<file path="config.mk">
export PLATFORM = sky130hd
export DESIGN_NAME = chol_queue
export DESIGN_NICKNAME = d
export VERILOG_FILES = /design/src/sv/chol_pkg.sv /design/src/sv/chol_queue.sv
export SDC_FILE = /design/constraint.sdc
export NUM_CORES = 1
export LEC_CHECK = 0
export BUFFER_PORTS_ARGS = -buffer_cell sky130_fd_sc_hd__buf_2
export CAP_MARGIN = 20
export CORE_ASPECT_RATIO = 1.75
export CORE_MARGIN = 1.5
export CORE_UTILIZATION = 51
export DETAILED_ROUTE_END_ITERATION = 12
export GPL_TIMING_DRIVEN = 1
export MAX_ROUTING_LAYER = met4
export PLACE_DENSITY = 0.8
export SLEW_MARGIN = 20
export SYNTH_ARGS = -nofsm -noshare
export SYNTH_HDL_FRONTEND = slang
export SYNTH_SLANG_ARGS = --single-unit
</file>
<file path="constraint.sdc">
create_clock -name clk -period 1.91 [get_ports clk]
set_clock_uncertainty 0.2 [all_clocks]
set_input_delay 0.0955 -clock clk [delete_from_list [all_inputs] [get_ports clk]]
set_output_delay 0.0955 -clock clk [all_outputs]
set_load 0.05 [all_outputs]
</file>
<file path="src/sv/chol_pkg.sv">
// Package for the Cholesky decomposer: shared types and constants.
// No dependencies; compiled first.
package chol_pkg;

  localparam int ELEM_W  = 32;
  localparam int SIZE_W  = 4;
  localparam int COL_W   = 3;
  localparam int ACC_W   = 64;

  // Load-side record passed to the compute engine.
  typedef struct packed {
    logic [ELEM_W-1:0] value;
    logic [COL_W-1:0]  row;
    logic [COL_W-1:0]  col;
    logic              final_beat;
  } load_rec_t;

  // Result beat.
  typedef struct packed {
    logic [ELEM_W-1:0] l_value;
    logic              status;
    logic [COL_W-1:0]  fail_column;
    logic              last;
  } res_t;

  // Saturate a 66-bit signed value to 64 bits.
  function automatic logic signed [ACC_W-1:0] sat64(input logic signed [ACC_W+1:0] v);
    logic signed [ACC_W+1:0] hi;
    logic signed [ACC_W+1:0] lo;
    hi = {3'b000, {(ACC_W-1){1'b1}}};
    lo = {3'b111, {(ACC_W-1){1'b0}}};
    if (v > hi) sat64 = hi[ACC_W-1:0];
    else if (v < lo) sat64 = lo[ACC_W-1:0];
    else sat64 = v[ACC_W-1:0];
  endfunction

endpackage

</file>
<file path="src/sv/chol_queue.sv">
// Short FIFO between front end and compute engine.
// Depends on chol_pkg.
module chol_queue #(
  parameter int DEPTH = 4
) (
  input  logic                clk,
  input  logic                rst,
  input  logic                push,
  input  chol_pkg::load_rec_t wdata,
  output logic                full,
  input  logic                pop,
  output logic                empty,
  output chol_pkg::load_rec_t rdata
);
  import chol_pkg::*;
  localparam int AW = $clog2(DEPTH);

  load_rec_t       slots [DEPTH];
  logic [AW-1:0]   wptr;
  logic [AW-1:0]   rptr;
  logic [AW:0]     count;

  assign full  = (count == (AW+1)'(DEPTH));
  assign empty = (count == '0);
  assign rdata = slots[rptr];

  // Store beats.
  always_ff @(posedge clk) begin
    if (push) slots[wptr] <= wdata;
  end

  // Move pointers.
  always_ff @(posedge clk) begin
    if (rst) begin
      wptr <= '0;
      rptr <= '0;
      count <= '0;
    end else begin
      if (push) wptr <= (wptr == AW'(DEPTH-1)) ? '0 : wptr + 1'b1;
      if (pop)  rptr <= (rptr == AW'(DEPTH-1)) ? '0 : rptr + 1'b1;
      count <= count + (AW+1)'(push) - (AW+1)'(pop);
    end
  end
endmodule

</file>
# == Word-level counts from Yosys, hierarchy flattened ==
# Memory sizes are Yosys's and may differ from the RTL's. A register that Yosys moved wholly into a read port is not among the register bits.
# Index checks and enable logic that the tools add are counted.
# word_totals
reg_bits,7
latchBits,0
mem_bits_rw,156
rom_bits,0
input_bits,43
output_inout_bits,41
wordCells,18
memories,1
# classes
addsub,4
n_mul,0
div_mod_pow,0
magnitude_cmp,0
n_eq_ne,3
n_shift,0
muxes,6
bitwise,0
n_reduce_logical,1
# mem_list
name,depth,word_bits,read_ports,rd_ports_with_merged_regs,write_ports,line_no,text
slots,4,39,1,1,1,chol_queue.sv:18,load_rec_t slots [DEPTH];
# ops
cell,count
2-bit 2-to-1 mux,4
2-bit by 1-bit adder with 2-bit output (second input constant),2
2-bit equality test (second input constant),2
3-bit by 1-bit adder with 3-bit output,1
3-bit equality test (second input constant),1
3-bit logical NOT,1
3-bit by 1-bit subtractor with 3-bit output,1
1-bit 2-to-1 mux,2

# == Depth between registers and ports, before layout ==
# Gate-level depths: netlist of run 1.
# logic_depth
word_depth,4
depth_mapped,7
mapped_depth_nobuf,7

# == Least setup slack after synthesis of run 1 ==
# No wires, ideal clock.
# synth_timing
path_type,register to register
from,register wptr[0]
to,"memory slots[2][0] (netlist name), enable pin"
setup_ns,0.400
t_arrival_ns,1.484
path_slack_ns,-0.174
path_stages_with_launch,4
synth_period_minus_slack_ns,2.084
path_cell_list,dfxtp_1 inv_1 ha_1 and2_1
# synth_lines
element,line_no,text
"start, declared",chol_queue.sv:19,logic [AW-1:0] wptr;
"start signal, assigned",chol_queue.sv:39,if (push) wptr <= (wptr == AW'(DEPTH-1)) ? '0 : wptr + 1'b1;
"end, declared",chol_queue.sv:18,
# Straight into the memory's write port.

==> results of run 1 <==
-- stage by stage --
step,cells,worst slack [ps]
global placement,467,9.16
floorplan,246,45.5
CTS,548,-175
finish,552,-151
global route,552,-216
detailed placement,467,-49.9
-- state kept, by name (all words and copies together), names as in the netlist, named ones only --
signal,flops
count,3
rptr,2
slots,156
wptr,2
-- area by class of cell --
type,instances,area [sq um]
Multi-Input combinational cell,67,1130
Clock buffer,18,429
Inverter,6,22.5
Sequential cell,165,4870
Tap cell,135,169
Fill cell,698,3350
Clock inverter,14,176
Timing Repair Buffer,147,1430
-- repair_timing --
item | in CTS | in global routing
setup buffers | 4 | 2
resized for setup | 85 | 5
endpoints found under the hold margin | 165 | 0
hold buffers | 42 | 0
cloned | 3 | 3
pin swaps | 1 | 0
setup endpoints to repair | 40 | 39
-- placed cells by master, fill, tap and decap left out, types with 6 or more instances in the layout --
cell type	count
edfxtp_1	156
buf_2	44
dlygate4sd3_1	42
mux4_2	39
buf_6	38
clkbuf_16	20
buf_4	9
ha_1	7
inv_1	6
dfxtp_1	6
-- metal layers --
layer	GRT usage	vias up	routed length, um
li1	-	1357	-
met1	0.214	1496	4140
met2	0.326	103	6230
met3	0.0517	27	497
met4	0.0911	0	371
met5	-	-	0
-- cell families (layout without fill, tap and decap cells) --
group / after synthesis / after routing
flops: 165 / 165
mux: 41 / 41
xor+xnor: 1 / 1
compound gates: 2 / 2
simple gates: 15 / 15
buf+inv: 14 / 185
fa+ha+maj: 8 / 8
-- power groups by stage --
| stage | clock (mW) | sequential (mW) | combinational (mW) |
|---|---|---|---|
| after floorplan | 0 | 4.24 | 0.829 |
| after global placement | 0 | 4.24 | 1.10 |
| after detailed placement | 0 | 4.26 | 1.12 |
| after CTS | 3.47 | 4.18 | 1.40 |
| after global routing | 3.62 | 4.19 | 1.50 |
| final | 3.44 | 4.18 | 1.43 |
-- worst min-delay path by stage --
stage	startpoint	to	slack [ps]	cells past startpoint
floorplan	rst	wptr[0]	-40	1
global placement	wdata[8]	slots[3][8]	100	1
detailed placement	wdata[5]	slots[0][5]	110	1
CTS	wdata[32]	slots[0][32]	210	2
global route	wdata[13]	slots[0][13]	230	2
finish	wdata[2]	slots[1][2]	220	2
==> metrics.txt, run 1 <==
Synth cell types=20; die height=147 um; Floorplan Core Area=11600 sq um; htree depth=4; MaxCap Viol Count=0; PwrDens=1100 nW/um^2; sw frac=0.247; cell chain of the critical path=buf_6 > buf_16 > mux4_2 > buf_8; Max stage delay on crit path=between 500 and 600 ps; FF-to-FF End=count[2]; crit end category=primary output; pin count of the biggest net entering global routing=40; Synth async-reset ratio=0; first-pass GRT wire length=17000 um; Synth top area share=0.771; Die ar.=12600 sq um; Max Fanout on Critical Path=5; Via density=roughly 5.4; Post-synth EDFFs=~160; final setup vio count=39; register clock-pin slew on the reported worst setup and hold paths=60 ps; Reg-to-Reg Start=count[0]; Setup CP Type=flop to primary output; CTS Sinks=165; FP Rows=52; failing checks=DRC, setup timing; vias in the first global route=about 3300; Post-Synth Adder-Cell Area=0.0177; DR WL/cell=20.3 um; largest family of logic cells by synthesized area=multiplexers; Fin Hold WS=224 ps; sequential share of the synthesized area=0.801; layout cells sized above 1=0.441; sw power=2.23 mW; flops & latches, synth=165; Req. time, crit path=1610 ps; Max Transition Viols Final=0; post-synthesis compound-gate area fraction=0.00165; Design Area, Final=~8200 sq um; Yosys top cell by area=edfxtp_1; ANT cells=0; DR pass1 iterations=9; Slew @ Worst Pin=374 ps; dpl hpwl=6120 um; DP Area=6740 sq um; top post-synthesis cells by count=edfxtp_1, mux4_2, dfxtp_1; Main synth FF type=edfxtp_1; Syn Area/Cell=approximately 25 sq um; Worst EP arrival=1770 ps; CTS Buffer Depth=2; Cells after Synth=246; Worst Setup Slack, final=-151 ps; Remaining Overflow, GRT=0; Initial Util=0.524; clk_lat worst skew=between 400 and 500 ps; simple-gate portion of the synthesized area=0.0148; outcome=finished with violations; All-Layer GR Usage=0.194; RSZ-0062 raised after global routing=true; Cell Area, Synth=6070 sq um; Seq pwr share=0.462; Pint=6.82 mW; Bufs and invs on worst path=3; WP depth=4; DRC errors left=5; Ports=84; Final nets=455; R2R cell count=7; Syn Nets=between 200 and 300; CTS root buf=clkbuf_16; Comb power frac=0.158; Critical Path Sink=rdata[11]; antenna violations before repair=0; CP top delay family=multiplexers; most common cell in the netlist=edfxtp_1; CTS Buf Count=17; IO Port Bufs=83; initial DRC count=between 100 and 150; post-layout util=0.711; CTS tree=built; VDD IR-drop max=between 0.7 and 0.8 mV; Hold Vio Cnt, Final=0; P&R area growth vs syn=35.5%; clock group share of total power=0.380; drt total wl=11200 um; fin crit period=2060 ps; warning count from the yosys run=0; final setup TNS=-4890 ps; Synth area leaders=edfxtp_1, mux4_2, dfxtp_1, ha_1, and2_1; startpoint type of the worst setup path=flop; Synth Area in XOR/XNOR=0.00392; Final ANT Viol Nets=0; flop2flop setup slack=130 ps; worst min-delay path class=input pin to flop; CP max stage cell=mux4_2; mux cell area share after synthesis=0.148; Tot Pwr=9.05 mW; die width=85.5 um; routability cong.=0.726; Lkg Pwr=2.91 nW; fmax=485 MHz; Vias=roughly 3000; Tcrit/Tclk final=1.08; worst relative slew slack=0.751
(Power assumes the default switching activity.)
==> run 2: changes to the inputs <==
--- a/config.mk
+++ b/config.mk
@@ -5,15 +5,15 @@
 export SDC_FILE = /design/constraint.sdc
 export NUM_CORES = 1
 export LEC_CHECK = 0
-export BUFFER_PORTS_ARGS = -buffer_cell sky130_fd_sc_hd__buf_2
 export CAP_MARGIN = 20
 export CORE_ASPECT_RATIO = 1.75
 export CORE_MARGIN = 1.5
-export CORE_UTILIZATION = 51
+export CORE_UTILIZATION = 56
 export DETAILED_ROUTE_END_ITERATION = 12
+export DONT_BUFFER_PORTS = 1
 export GPL_TIMING_DRIVEN = 1
 export MAX_ROUTING_LAYER = met4
-export PLACE_DENSITY = 0.8
+export PLACE_DENSITY = 0.79
 export SLEW_MARGIN = 20
 export SYNTH_ARGS = -nofsm -noshare
 export SYNTH_HDL_FRONTEND = slang
==> metrics.txt, run 2 (synthesis gave the netlist of run 1 again) <==
biggest regs=slots x156, count x3; antenna violations before repair=0 (unchanged); Tot Pwr=8.26 mW (-8.7%); initial DRC count=144 (+1.4%); Die ar.=11500 sq um (-8.7%); P&R area growth vs syn=20.5%; PwrDens=1130 nW/um^2 (+2.6%); Req. time, crit path=1610 ps (about the same); most common cell after layout, fill and taps aside=edfxtp_1; fmax=495 MHz (+2.0%); register clock-pin slew on the reported worst setup and hold paths=60 ps (about the same); Final nets=360 (-21%); All-Layer GR Usage=0.205 (+0.0104); CTS root buf=clkbuf_16; startpoint type of the worst setup path=flop; worst relative slew slack=0.671 (-0.0803); failing checks=setup timing; fin crit period=2020 ps (-41.0 ps); Final ANT Viol Nets=0 (unchanged); Max Fanout on Critical Path=15 (+10); dpl hpwl=5940 um (-2.9%); Ports=84 (unchanged); # placed instances=377 (-19%); Setup CP Type=flop to primary output; Vias=2630 (-12%); VDD IR-drop max=0.802 mV (+0.50%); crit end category=primary output; Top reg by flops=slots; Tcrit/Tclk final=1.06 (-0.0215); Slew @ Worst Pin=496 ps (+122 ps); pin count of the biggest net entering global routing=40 (unchanged); FP Rows=50 (-3.8%); Layout Cells excl Fill=451 (-18%); CTS Buffer Depth=2 (unchanged); most frequent cells in the layout=edfxtp_1, dlygate4sd3_1, mux4_2; Max Transition Viols Final=0 (unchanged); Worst EP arrival=1720 ps (-50 ps); layout cells sized above 1=0.265 (-0.176); DR pass1 iterations=4 (-5); final setup TNS=-3360 ps (+1530 ps); CTS Buf Count=17 (unchanged); IO Port Bufs=0 (-100%); htree depth=4 (unchanged); ANT cells=0 (unchanged); Hold Vio Cnt, Final=0 (unchanged); Via density=5.83 (+7.9%); Initial Util=0.571 (+0.0466); first-pass GRT wire length=15700 um (-7.2%); DRC errors left=0 (-5); Largest register FFs=156 (unchanged); outcome=finished with violations; final setup vio count=39 (unchanged); RSZ-0062 raised after global routing=true; die width=81.7 um (-4.4%); die height=141 um (-4.5%); DR WL/cell=22.5 um (+11%); CTS tree=built; worst min-delay path class=input pin to flop; CTS Sinks=165 (unchanged); vias in the first global route=2884 (-12%); MaxCap Viol Count=0 (unchanged); Remaining Overflow, GRT=0 (unchanged); drt total wl=10200 um (-9.6%); Lkg Pwr=2.38 nW (-18%); clk_lat worst skew=410 ps (about the same); Worst Setup Slack, final=-110 ps (+41.0 ps); Floorplan Core Area=10600 sq um (-8.2%); routability cong.=0.745 (+2.7%)
[run 2: changes by cell type in the layout (fill, tap and decap cells not counted)]
cell and change:
bufinv_16 -2, buf_6 -38, clkinv_4 -1, inv_6 -4, buf_16 -1, clkinvlp_4 -1, buf_12 +2, buf_8 -4
buf_4 -7, clkbuf_16 -3, buf_2 -44, clkinv_2 +4, clkbuf_1 +3
[run 2: routing by layer]
| layer | part of all wire | global-route usage | up-vias |
|---|---|---|---|
| li1 | - | - | 1157 |
| met1 | 0.37 | 0.238 | 1364 |
| met2 | 0.56 | 0.337 | 91 |
| met3 | 0.048 | 0.0563 | 18 |
| met4 | 0.020 | 0.0749 | 0 |
| met5 | 0 | - | - |
[run 2: worst paths after layout]
check,startpoint,endpoint,slack [ps],depth (start not counted)
hold reg to reg,wptr[0],wptr[0],320,2
hold / removal,pop,count[0],7,4
setup / recovery,flop,rdata[17],-110,2
setup reg to reg,count[0],count[2],120,7
[run 2: layout make-up]
cell class,count,area [sq um]
flip-flops and latches,165,4870
fillers,665,3320
multi-input cells,67,1130
repair buffers,52,603
clock buffers,21,440
well taps,130,163
clock inverters,10,85.1
inverters,6,22.5
[run 2: stage by stage]
step,worst slack (ps),hold slack [ps],area (sq um),util
3_3_place_gp,19.2,-31.0,6340,0.596
5_1_grt,-165,25.5,7320,0.688
3_5_place_dp,-58.6,-31.2,6340,0.596
6_report,-110,6.56,7320,0.688
4_1_cts,-140,7.67,7320,0.688
2_1_floorplan,45.5,-35.4,6080,-
[run 2: critical path, stage by stage (launching register included)]
cell     delay [ps]
dfxtp_4         420
buf_12          200
mux4_2          690
[run 2: repair_timing]
item / in CTS / in global routing
resized for setup: 3 / 0
setup buffers: 0 / 0
pin swaps: 1 / 0
cloned: 1 / 0
endpoints found under the setup margin: 40 / 39
hold buffers: 42 / 0
hold endpoints to repair: 196 / 0
[run 2: power by group]
| part | switching, mW | total, mW | leakage, nW | internal [mW] |
|---|---|---|---|---|
| logic | 0.729 | 1.08 | 0.619 | 0.348 |
| registers | 0.0550 | 4.18 | 1.51 | 4.13 |
| clock network | 1.23 | 3.00 | 0.248 | 1.77 |
| total | 2.01 | 8.26 | 2.38 | 6.25 |
