**src/sv/chol_pkg.sv**
```systemverilog
// Package for the Cholesky decomposer: shared types and constants.
// No dependencies; compiled first.
package chol_pkg;

  localparam int ELEM_W  = 32;
  localparam int SIZE_W  = 4;
  localparam int COL_W   = 3;
  localparam int ACC_W   = 64;

  // Load-side record passed to the compute engine.
  typedef struct packed {
    logic [ELEM_W-1:0] value;
    logic [COL_W-1:0]  row;
    logic [COL_W-1:0]  col;
    logic              final_beat;
  } load_rec_t;

  // Result beat.
  typedef struct packed {
    logic [ELEM_W-1:0] l_value;
    logic              status;
    logic [COL_W-1:0]  fail_column;
    logic              last;
  } res_t;

  // Saturate a 66-bit signed value to 64 bits.
  function automatic logic signed [ACC_W-1:0] sat64(input logic signed [ACC_W+1:0] v);
    logic signed [ACC_W+1:0] hi;
    logic signed [ACC_W+1:0] lo;
    hi = {3'b000, {(ACC_W-1){1'b1}}};
    lo = {3'b111, {(ACC_W-1){1'b0}}};
    if (v > hi) sat64 = hi[ACC_W-1:0];
    else if (v < lo) sat64 = lo[ACC_W-1:0];
    else sat64 = v[ACC_W-1:0];
  endfunction

endpackage

```
**src/sv/chol_front.sv**
```systemverilog
// Front end: accepts element beats, tracks row/column and run end.
// Depends on chol_pkg.
module chol_front (
  input  logic                     clk,
  input  logic                     rst,
  input  logic                     cfg_we,
  input  logic [3:0]               cfg_wdata,
  input  logic                     in_valid,
  output logic                     in_ready,
  input  logic [31:0]              in_data,
  output logic                     q_push,
  input  logic                     q_full,
  output chol_pkg::load_rec_t      q_rec,
  output logic [2:0]               order_m1
);
  import chol_pkg::*;

  logic [3:0] matrix_size;
  logic [2:0] row;
  logic [2:0] col;
  logic [3:0] eff;

  // Clamp the configured order into 1..8.
  always_comb begin
    if (matrix_size == 4'd0) eff = 4'd1;
    else if (matrix_size > 4'd8) eff = 4'd8;
    else eff = matrix_size;
  end
  assign order_m1 = 3'(eff - 4'd1);

  assign in_ready = !q_full;
  assign q_push   = in_valid && in_ready;
  assign q_rec.value = in_data;
  assign q_rec.row   = row;
  assign q_rec.col   = col;
  assign q_rec.final_beat = (row == order_m1) && (col == order_m1);

  // Advance position; a config write restarts loading.
  always_ff @(posedge clk) begin
    if (rst) begin
      matrix_size <= 4'd8;
      row <= '0;
      col <= '0;
    end else if (cfg_we) begin
      matrix_size <= cfg_wdata;
      row <= '0;
      col <= '0;
    end else if (q_push) begin
      if (col == order_m1) begin
        col <= '0;
        row <= (row == order_m1) ? 3'd0 : row + 3'd1;
      end else begin
        col <= col + 3'd1;
      end
    end
  end
endmodule

```
**config.mk**
```make
export PLATFORM = sky130hd
export DESIGN_NAME = chol_front
export DESIGN_NICKNAME = d
export VERILOG_FILES = /design/src/sv/chol_pkg.sv /design/src/sv/chol_front.sv
export SDC_FILE = /design/constraint.sdc
export NUM_CORES = 1
export LEC_CHECK = 0
export BUFFER_PORTS_ARGS = -buffer_cell sky130_fd_sc_hd__buf_4
export CORE_ASPECT_RATIO = 0.9
export CORE_MARGIN = 5
export CORE_UTILIZATION = 32
export CTS_BUF_LIST = sky130_fd_sc_hd__clkbuf_16
export CTS_CLUSTER_DIAMETER = 120
export DETAILED_ROUTE_END_ITERATION = 8
export PLACE_DENSITY = 0.84
export SLEW_MARGIN = 20
export SYNTH_ARGS = -nofsm -noshare
export SYNTH_HDL_FRONTEND = slang
export SYNTH_SLANG_ARGS = --single-unit
```
**constraint.sdc**
```tcl
create_clock -name clk -period 1.86 [get_ports clk]
set_input_delay 0.279 -clock clk [delete_from_list [all_inputs] [get_ports clk]]
set_output_delay 0.279 -clock clk [all_outputs]
set_load 0.02 [all_outputs]
```
After elaboration in Yosys (flattened, before gate mapping)
Cells that the tools add are included.

cells by class
  add/subtract/negate cells = 3
  order comparisons = 1
  equality and inequality tests = 2
  multiplexer cells = 4
  reduce and logical (&&, ||, !) cells = 6

operator list
  cell                 number
  $mux 3               4
  $add 3x1->3 const B  2
  $eq 3x3->1           2
  $gt 4x4->1 const B   1
  $logic_not 4->1      1
  $sub 3x1->3 const B  1
  $logic_and 1x1->1    2
  $reduce_and 2->1     1
  $reduce_or 2->1      1
  $logic_not 1->1      1

storage, ports and cells
  register bits = 10
  output and inout port bits = 44
  logic and storage cells = 19

Longest topological paths before layout
Gate-level depths: netlist of the first run.

  depth after elaboration = 6
  mapped depth = 8
  mapped depth without buffers = 8

Worst setup path after synthesis of the first run
No wires, ideal clock.

  path kind = flip-flop to output port
  from = reg matrix_size[1]
  to = out q_rec[0] (netlist bit)
  arrival time = 1.603 ns
  path slack = -0.022 ns
  stages on the path, launching flop included = 8
  buffers on the path = 0
  cells stage by stage = dfxtp_1 > o21bai_1 > nand2b_1 > ha_1 > xor2_1 > xnor2_1 > nand3_1 > nor2_1

RTL lines
  what                    RTL line          source
  from (decl)             chol_front.sv:18  logic [3:0] matrix_size;
  from (signal assigned)  chol_front.sv:45  matrix_size <= cfg_wdata;
  to (decl)               chol_front.sv:13  output chol_pkg::load_rec_t q_rec,

==> reports/results.tsv, run 1 <==
metric	value	unit
vias in the first global route	635	
final worst setup slack	-0.104	ns
row count	17	
Die X	64.4	um
largest net degree at the start of global routing	8	
f_max	509	MHz
Commonest cells post-synth	buf_4, dfxtp_1, nor2_1, xor2_1	
Initial DRC Count	18	
Worst-Margin Slew	0.483	ns
share of the synthesized area in the top cell type	0.282	
htree depth	1	
part of the cycle the worst path needs	1.06	
initial core utilization	0.340	
fin nets	145	
Setup WS pre-CTS	-0.0174	ns
Die ar.	3800	um^2
worst-path maximum fanout	3	
clock-pin slew on the worst setup and hold paths	0.04	ns
placed cell area	816	um^2
worst path arrival time	1.69	ns
Syn Area/Cell	8.62	um^2
Yosys reg bits	10	
proportion of layout cells with a drive suffix above 1	0.495	
routed len/inst	14.2	um
cell count after synthesis	99	
Area contributors post-synth	buf_4, dfxtp_1, xor2_1, mux2i_1, ha_1	
Max-cap violations	0	
Total Routing Usage GR	0.0998	
failing checks	negative setup slack	
synthesis-to-finish area growth	19.9	%
clk buf depth	2	
RSZ-0062 raised after global routing	yes	
Hold Vio Cnt, Final	0	
routed via count	610	
# fillers	249	
Worst EP required	1.58	ns
syn nets	143	
TritonCTS Buffers	3	
DR pass1 iterations	3	
register area share after synthesis	0.235	
critical setup path kind	flip-flop to output pin	
GPL Wtd Cong	0.730	
Worst slew margin	0.678	
Layout Skew	0.00214	ns
sequential cell area	204	um^2
EDFF count, synth	0	
number of remaining DRC errors	0	
cell area after synthesis	853	um^2
Hold WS	0.244	ns
total negative slack	-0.217	ns
initial antenna violation count	0	
fin crit period	1.96	ns
gr ovfl total	0	
Multi-input gate area	458	um^2
final antenna diode count	0	
yosys warns	0	
distinct cell type count after synthesis	26	
Lkg Pwr	0.466	nW
crit end category	output pin	
Post-synth ARST share	0	
CP Launch Type	flip-flop	
Hold Path Class	input pin to flip-flop	
Total Wirelength	1.80	mm
Top FF cell, synth	dfxtp_1	
post-DP HPWL	1.31	mm
Max IR drop VDD	0.299	mV
Routed Antenna Nets	0	
post-synth top area cell	buf_4	
TritonCTS clock tree	yes	
pwr dens	733	nW/um^2
status	finished, violations left	
worst-skew pair later-pin latency	0.24	ns
PortBufs	20	
routed vias/inst	4.80	
# IOs	85	
Hold-fix buffers, CTS	0	
pins over their slew limit	0	
clock root cell	clkbuf_16	
count leader, synth	buf_4	
first-pass GRT wire length	2.90	mm
final setup fails	4	
overall die height	59.0	um
Core Area	2510	um^2
post-route cell area	1020	um^2
clk sinks	10	
layout by cell type, fill, tap and decap left out, types with 3 or more instances in the layout:
cell,netlist,layout
xor2_1,5,3
clkbuf_16,0,3
dfxtp_1,10,7
nand2b_1,4,4
mux2i_1,4,4
dfxtp_2,0,3
inv_1,4,4
nand2_1,3,3
buf_4,32,30
nor2_1,10,9
path summary, 6_finish.rpt:
check	startpoint	to	slack, ns	cells past startpoint
max	matrix_size[0]	q_rec[0]	-0.10	8
min	rst	matrix_size[1]	0.24	2
max reg2reg	matrix_size[0]	row[2]	-0.05	10
min reg2reg	matrix_size[0]	matrix_size[0]	0.51	2
logic make-up (layout without fill, tap and decap cells):
kind of cell	after synthesis	in the layout	synth area share
flops	10	10	0.235
compound gates	8	8	0.0865
xor+xnor	8	8	0.0982
simple gates	28	28	0.182
mux	4	4	0.0469
buf+inv	38	38	0.308
fa+ha+maj	3	3	0.0440
layout make-up:
| class | instances | share of cell area |
|---|---|---|
| flip-flops and latches | 10 | 0.199 |
| clock buffers | 3 | 0.0733 |
| inverters | 4 | 0.0147 |
| well taps | 28 | 0.0342 |
| repair buffers | 31 | 0.231 |
| multi-input cells | 51 | 0.447 |
worst max-delay path, stage by stage, from the launching register on:
cell and delay, ns:
dfxtp_2 0.32, o21bai_4 0.16, nand2b_1 0.12, ha_4 0.19, xor2_4 0.18, xnor2_2 0.14
nand3_1 0.11, nor2_2 0.10, buf_6 0.12
through the flow:
step | util | std cells | power [mW]
2_1_floorplan | - | 99 | 0.399
3_5_place_dp | 0.325 | 116 | 0.343
4_1_cts | 0.391 | 126 | 0.745
6_report | 0.408 | 127 | 0.750
5_1_grt | 0.408 | 127 | 0.780
3_3_place_gp | 0.325 | 116 | 0.339
registers in the layout, summed over array words and instances, names as in the netlist:
signal and flops:
col 3, matrix_size 4, row 3
report_power, final:
part	switching (mW)	total, mW	internal, mW	leakage [nW]
Clock	0.0928	0.371	0.278	0.0370
Sequential	0.00758	0.230	0.223	0.0826
Combinational	0.0656	0.149	0.0830	0.347
Total	0.166	0.750	0.584	0.466
what timing repair did:
item	CTS	global route
setup buffers	7	1
resized for setup	8	6
pin swaps	7	4
cloned	0	0
endpoints found under the setup margin	4	7
layer usage:
metal  GRT usage  up-vias  part of all wire
li1            -      291                 -
met1       0.114      276              0.41
met2       0.149       33              0.46
met3      0.0380       10             0.089
met4      0.0813        0             0.037
met5           0        -                 0
Note: power is estimated with default switching activity, not from simulation.
==> run 2, diff against run 1 <==
==> constraint.sdc (replaced) <==
create_clock -name clk -period 1.6 [get_ports clk]
set_input_delay 0.24 -clock clk [delete_from_list [all_inputs] [get_ports clk]]
set_output_delay 0.24 -clock clk [all_outputs]
set_load 0.02 [all_outputs]
==> run 2 against run 1 <==
Net effect: the run still ends with negative setup slack left; non-clock buffer count grew 8; count of clock-buffer cells in the layout unchanged; largest cell class unchanged; final cell count grew 6.3%; critical endpoint unchanged; largest power group unchanged.
==> reports/results.tsv, run 2 (synthesis gave the netlist of run 1 again) <==
metric	value	unit	change
Setup WS pre-CTS	-0.233	ns	was -0.0174 ns
CP Launch Type	flip-flop		unchanged
crit-path cells	o21bai_4 -> nand2b_1 -> ha_4 -> xor2_2 -> nand3b_1 -> nor2_4 -> buf_6		was o21bai_4 -> nand2b_1 -> ha_4 -> xor2_4 -> xnor2_2 -> nand3_1 -> nor2_2 -> buf_6
TritonCTS Buffers	3		unchanged
Hold Vio Cnt, Final	0		unchanged
Lkg Pwr	0.517	nW	was 0.466 nW
Max-cap violations	0		unchanged
# IOs	85		unchanged
PortBufs	20		unchanged
Worst-Margin Slew	0.419	ns	was 0.483 ns
Slowest-stage cell, CP	dfxtp_4		was dfxtp_2
worst hold path depth	2		unchanged
Final Core Density	0.456		was 0.408
Levels on crit path	7		was 8
Core Area	2510	um^2	unchanged
largest register by flop count	matrix_size		unchanged
routed len/inst	15.3	um	was 14.2 um
Die X	64.4	um	unchanged
GPL Wtd Cong	0.762		was 0.730
Layout Skew	0.00536	ns	was 0.00214 ns
most frequent cells in the layout	buf_4, nor2_1, dfxtp_1, buf_6, mux2i_1		was buf_4, nor2_1, dfxtp_1
first-pass GRT wire length	3.17	mm	was 2.90 mm
Initial DRC Count	11		was 18
commonest non-fill, non-tap cell in the layout	buf_4		unchanged
worst-skew pair later-pin latency	0.23	ns	was 0.24 ns
pwr dens	798	nW/um^2	was 733 nW/um^2
number of remaining DRC errors	0		unchanged
RSZ-0062 raised after global routing	yes		unchanged
pins over their slew limit	0		unchanged
final setup fails	9		was 4
Routed Antenna Nets	0		unchanged
PnR Total Power	0.913	mW	was 0.750 mW
critical path's top delay family	simple AND/OR/NAND/NOR gates		unchanged
post-DP HPWL	1.40	mm	was 1.31 mm
worst path arrival time	1.73	ns	was 1.69 ns
largest net degree at the start of global routing	8		unchanged
# fillers	247		was 249
clock-pin slew on the worst setup and hold paths	0.04	ns	about the same
gr ovfl total	0		unchanged
Total Routing Usage GR	0.109		was 0.0998
Worst EP required	1.36	ns	was 1.58 ns
Crit path largest cell delay	0.35	ns	was 0.32 ns
routed via count	667		was 610
fin crit period	1.97	ns	
DR pass1 iterations	4		was 3
synthesis-to-finish area growth	34.0	%	was 19.9%
vias in the first global route	664		was 635
total negative slack	-1.46	ns	was -0.217 ns
Worst slew margin	0.720		was 0.678
failing checks	negative setup slack		unchanged
proportion of layout cells with a drive suffix above 1	0.570		was 0.495
clock root cell	clkbuf_16		unchanged
initial antenna violation count	0		unchanged
initial core utilization	0.340		unchanged
f_max	509	MHz	
critical setup path kind	flip-flop to output pin		unchanged
status	finished, violations left		unchanged
clk buf depth	2		unchanged
Critical path buffers and inverters	1		unchanged
TritonCTS clock tree	yes		unchanged
routed vias/inst	4.94		was 4.80
worst-path maximum fanout	4		was 3
final worst setup slack	-0.366	ns	was -0.104 ns
Max IR drop VDD	0.275	mV	was 0.299 mV
crit end category	output pin		unchanged
part of the cycle the worst path needs	1.23		
Total Wirelength	2.07	mm	was 1.80 mm
R2R cell count	9		was 10
overall die height	59.0	um	unchanged
final antenna diode count	0		unchanged
largest registers	matrix_size x4, col x3, row x3		unchanged
Hold Path Class	input pin to flip-flop		unchanged
fin nets	153		was 145
row count	17		unchanged
Multi-input gate area	497	um^2	was 458 um^2
max reg flops	4		unchanged
sequential cell area	206	um^2	was 204 um^2
Die ar.	3800	um^2	unchanged
htree depth	1		unchanged
clk sinks	10		unchanged
run 2: worst paths after layout:
path / start / endpoint / slack (ns)
hold reg to reg: row[1] / row[1] / 0.57
hold / removal: rst / matrix_size[2] / 0.21
setup / recovery: matrix_size[1] / q_rec[0] / -0.37
setup reg to reg: matrix_size[1] / row[1] / -0.19
run 2: power breakdown:
| group | switching, mW | internal [mW] |
|---|---|---|
| sequential | 0.00896 | 0.258 |
| combinational | 0.0929 | 0.120 |
| clock | 0.110 | 0.324 |
run 2: layout make-up:
type / instances / share of cell area
Sequential cell: 10 / 0.181
Multi-Input combinational cell: 51 / 0.434
Clock buffer: 3 / 0.0656
Inverter: 4 / 0.0131
Timing Repair Buffer: 39 / 0.276
Tap cell: 28 / 0.0306
run 2: timing repair:
action | CTS | global route
setup endpoints to repair | 9 | 9
hold endpoints to repair | 0 | 0
gates resized for setup | 14 | 7
hold buffers | 0 | 0
setup buffers | 3 | 4
pin swaps | 14 | 4
run 2: per-layer routing:
metal,vias up,track usage,wire length (um)
met2,30,0.179,1020
met3,16,0.0474,223
met4,0,0.0843,87
met5,-,0,0
li1,313,-,-
met1,308,0.108,745
run 2: metrics by stage:
stage               instance area, um^2  hold slack (ns)  instances
global placement                    916            0.451        126
floorplan                           881            0.305         99
finish                             1140            0.213        135
CTS                                1070            0.212        131
detailed placement                  916            0.454        126
global route                       1140            0.213        135
==> run 3, diff against run 2 <==
--- a/config.mk
+++ b/config.mk
@@ -12,7 +12,9 @@
 export CTS_BUF_LIST = sky130_fd_sc_hd__clkbuf_16
 export CTS_CLUSTER_DIAMETER = 120
 export DETAILED_ROUTE_END_ITERATION = 8
+export GPL_TIMING_DRIVEN = 0
 export PLACE_DENSITY = 0.84
+export SETUP_SLACK_MARGIN = 0.15
 export SLEW_MARGIN = 20
 export SYNTH_ARGS = -nofsm -noshare
 export SYNTH_HDL_FRONTEND = slang
==> run 3 against run 2 <==
Net effect: sequential share of layout area down 4.4 points; combinational power up 69%; highest routed layer unchanged; non-clock buffer count increased by 54; via count increased by 29%; worst hold slack lost 0.0085 ns; count of clock-buffer cells in the layout unchanged; sequential power about the same; design area is 34% higher; sequential cell count did not move; core utilization rose by 15 points; the flow still finishes with violations (negative setup slack).
==> reports/results.tsv, run 3 (synthesis gave the netlist of run 1 again) <==
metric	value	unit	change
Max-cap violations	0		unchanged
proportion of layout cells with a drive suffix above 1	0.685		was 0.570
Die ar.	3800	um^2	unchanged
PortBufs	51		was 20
Initial DRC Count	14		was 11
row count	17		unchanged
Core Area	2510	um^2	unchanged
synthesis-to-finish area growth	79.2	%	was 34.0%
final antenna diode count	0		unchanged
routed vias/inst	4.54		was 4.94
max reg flops	4		unchanged
critical setup path kind	flip-flop to output pin		unchanged
Final Core Density	0.609		was 0.456
TritonCTS Buffers	3		unchanged
gr ovfl total	0		unchanged
Total Routing Usage GR	0.132		was 0.109
CP Launch Type	flip-flop		unchanged
failing checks	negative setup slack		unchanged
clock-pin slew on the worst setup and hold paths	0.04	ns	about the same
worst path arrival time	1.74	ns	was 1.73 ns
Hold Vio Cnt, Final	0		unchanged
number of remaining DRC errors	0		unchanged
initial antenna violation count	0		unchanged
largest register by flop count	matrix_size		unchanged
r2r startpoint	matrix_size[2]		was matrix_size[1]
TritonCTS clock tree	yes		unchanged
most frequent cells in the layout	buf_4, nor2_1, dfxtp_1, buf_6		was buf_4, nor2_1, dfxtp_1, buf_6, mux2i_1
commonest non-fill, non-tap cell in the layout	buf_4		unchanged
DR pass1 iterations	4		unchanged
htree depth	1		unchanged
status	finished, violations left		unchanged
Worst EP required	1.36	ns	about the same
clk sinks	10		unchanged
Die X	64.4	um	unchanged
Max IR drop VDD	0.376	mV	was 0.275 mV
worst-path maximum fanout	4		unchanged
# IOs	85		unchanged
Crit path largest cell delay	0.35	ns	about the same
pins over their slew limit	0		unchanged
Routed Antenna Nets	0		unchanged
fin nets	207		was 153
Worst slew margin	0.726		was 0.720
GPL Wtd Cong	0.791		was 0.762
clk buf depth	2		unchanged
fin crit period	1.98	ns	was 1.97 ns
Layout Skew	0.00281	ns	was 0.00536 ns
part of the cycle the worst path needs	1.24		was 1.23
largest net degree at the start of global routing	10		was 8
routed len/inst	13.5	um	was 15.3 um
Hold-fix buffers, CTS	0		unchanged
post-DP HPWL	1.99	mm	was 1.40 mm
PnR Total Power	1.08	mW	was 0.913 mW
Setup WS pre-CTS	-0.229	ns	was -0.233 ns
Total Wirelength	2.57	mm	was 2.07 mm
vias in the first global route	885		was 664
routed via count	862		was 667
clock root cell	clkbuf_16		unchanged
worst hold path depth	2		unchanged
overall die height	59.0	um	unchanged
Hold Path Class	input pin to flip-flop		unchanged
final worst setup slack	-0.379	ns	was -0.366 ns
Slowest-stage cell, CP	dfxtp_4		unchanged
first-pass GRT wire length	3.84	mm	was 3.17 mm
initial core utilization	0.340		unchanged
Worst-Margin Slew	0.410	ns	was 0.419 ns
f_max	505	MHz	was 509 MHz
min-delay src	rst		unchanged
crit-path cells	o21bai_4 -> nand2b_1 -> ha_4 -> xor2_1 -> nand3b_1 -> nor2_4 -> buf_6		was o21bai_4 -> nand2b_1 -> ha_4 -> xor2_2 -> nand3b_1 -> nor2_4 -> buf_6
final setup fails	8		was 9
worst-skew pair later-pin latency	0.24	ns	was 0.23 ns
RSZ-0062 raised after global routing	yes		unchanged
largest registers	matrix_size x4, col x3, row x3		unchanged
crit end category	output pin		unchanged
Setup crit start	matrix_size[2]		was matrix_size[1]
Lkg Pwr	0.763	nW	was 0.517 nW
pwr dens	706	nW/um^2	was 798 nW/um^2
R2R cell count	10		was 9
## run 3: area by class of cell
| class | count | area [um^2] |
|---|---|---|
| inverters | 4 | 15.0 |
| multi-input cells | 51 | 482 |
| clock inverters | 1 | 3.75 |
| clock buffers | 3 | 75.1 |
| repair buffers | 59 | 462 |
| fillers | 209 | 981 |
| flip-flops and latches | 10 | 209 |
| well taps | 28 | 35.0 |
| plain buffers | 34 | 248 |
## run 3: repair_timing
action	CTS	global route
hold endpoints to repair	0	0
gates resized for setup	7	12
endpoints found under the setup margin	9	9
pin swaps	6	7
buffers inserted	5	3
## run 3: report_power, final
part / internal, mW / switching [mW] / leakage, nW
sequential: 0.257 / 0.0106 / 0.0826
clock: 0.328 / 0.125 / 0.0385
combinational: 0.197 / 0.162 / 0.641
total: 0.782 / 0.298 / 0.763
## run 3: routing by layer
metal,vias to the layer above,wire [um],track usage
li1,420,-,-
met1,385,829,0.122
met2,53,1350,0.235
met3,4,331,0.0607
met4,0,55,0.0873
met5,-,0,0
## run 3: worst paths after layout
kind / endpoint / slack (ns)
min: matrix_size[2] / 0.20
max: q_rec[0] / -0.38
min reg2reg: matrix_size[0] / 0.54
max reg2reg: row[2] / -0.33
## run 3: critical path: cells and delay by family (launching register included)
kind	cells	cell delay, ns
compound gates	1	0.14
xor+xnor	1	0.15
fa+ha+maj	1	0.33
buf+inv	1	0.12
flops	1	0.35
simple gates	3	0.40
## run 3: metrics by stage
| step | area (um^2) | setup TNS [ns] | instances | hold slack (ns) |
|---|---|---|---|---|
| after floorplan | 881 | -0.116 | 99 | 0.305 |
| after detailed placement | 1300 | -0.792 | 178 | 0.455 |
| after global routing | 1530 | -2.81 | 190 | 0.207 |
| final | 1530 | -2.09 | 190 | 0.205 |
| after CTS | 1450 | -1.96 | 187 | 0.203 |
| after global placement | 1300 | -0.616 | 178 | 0.447 |
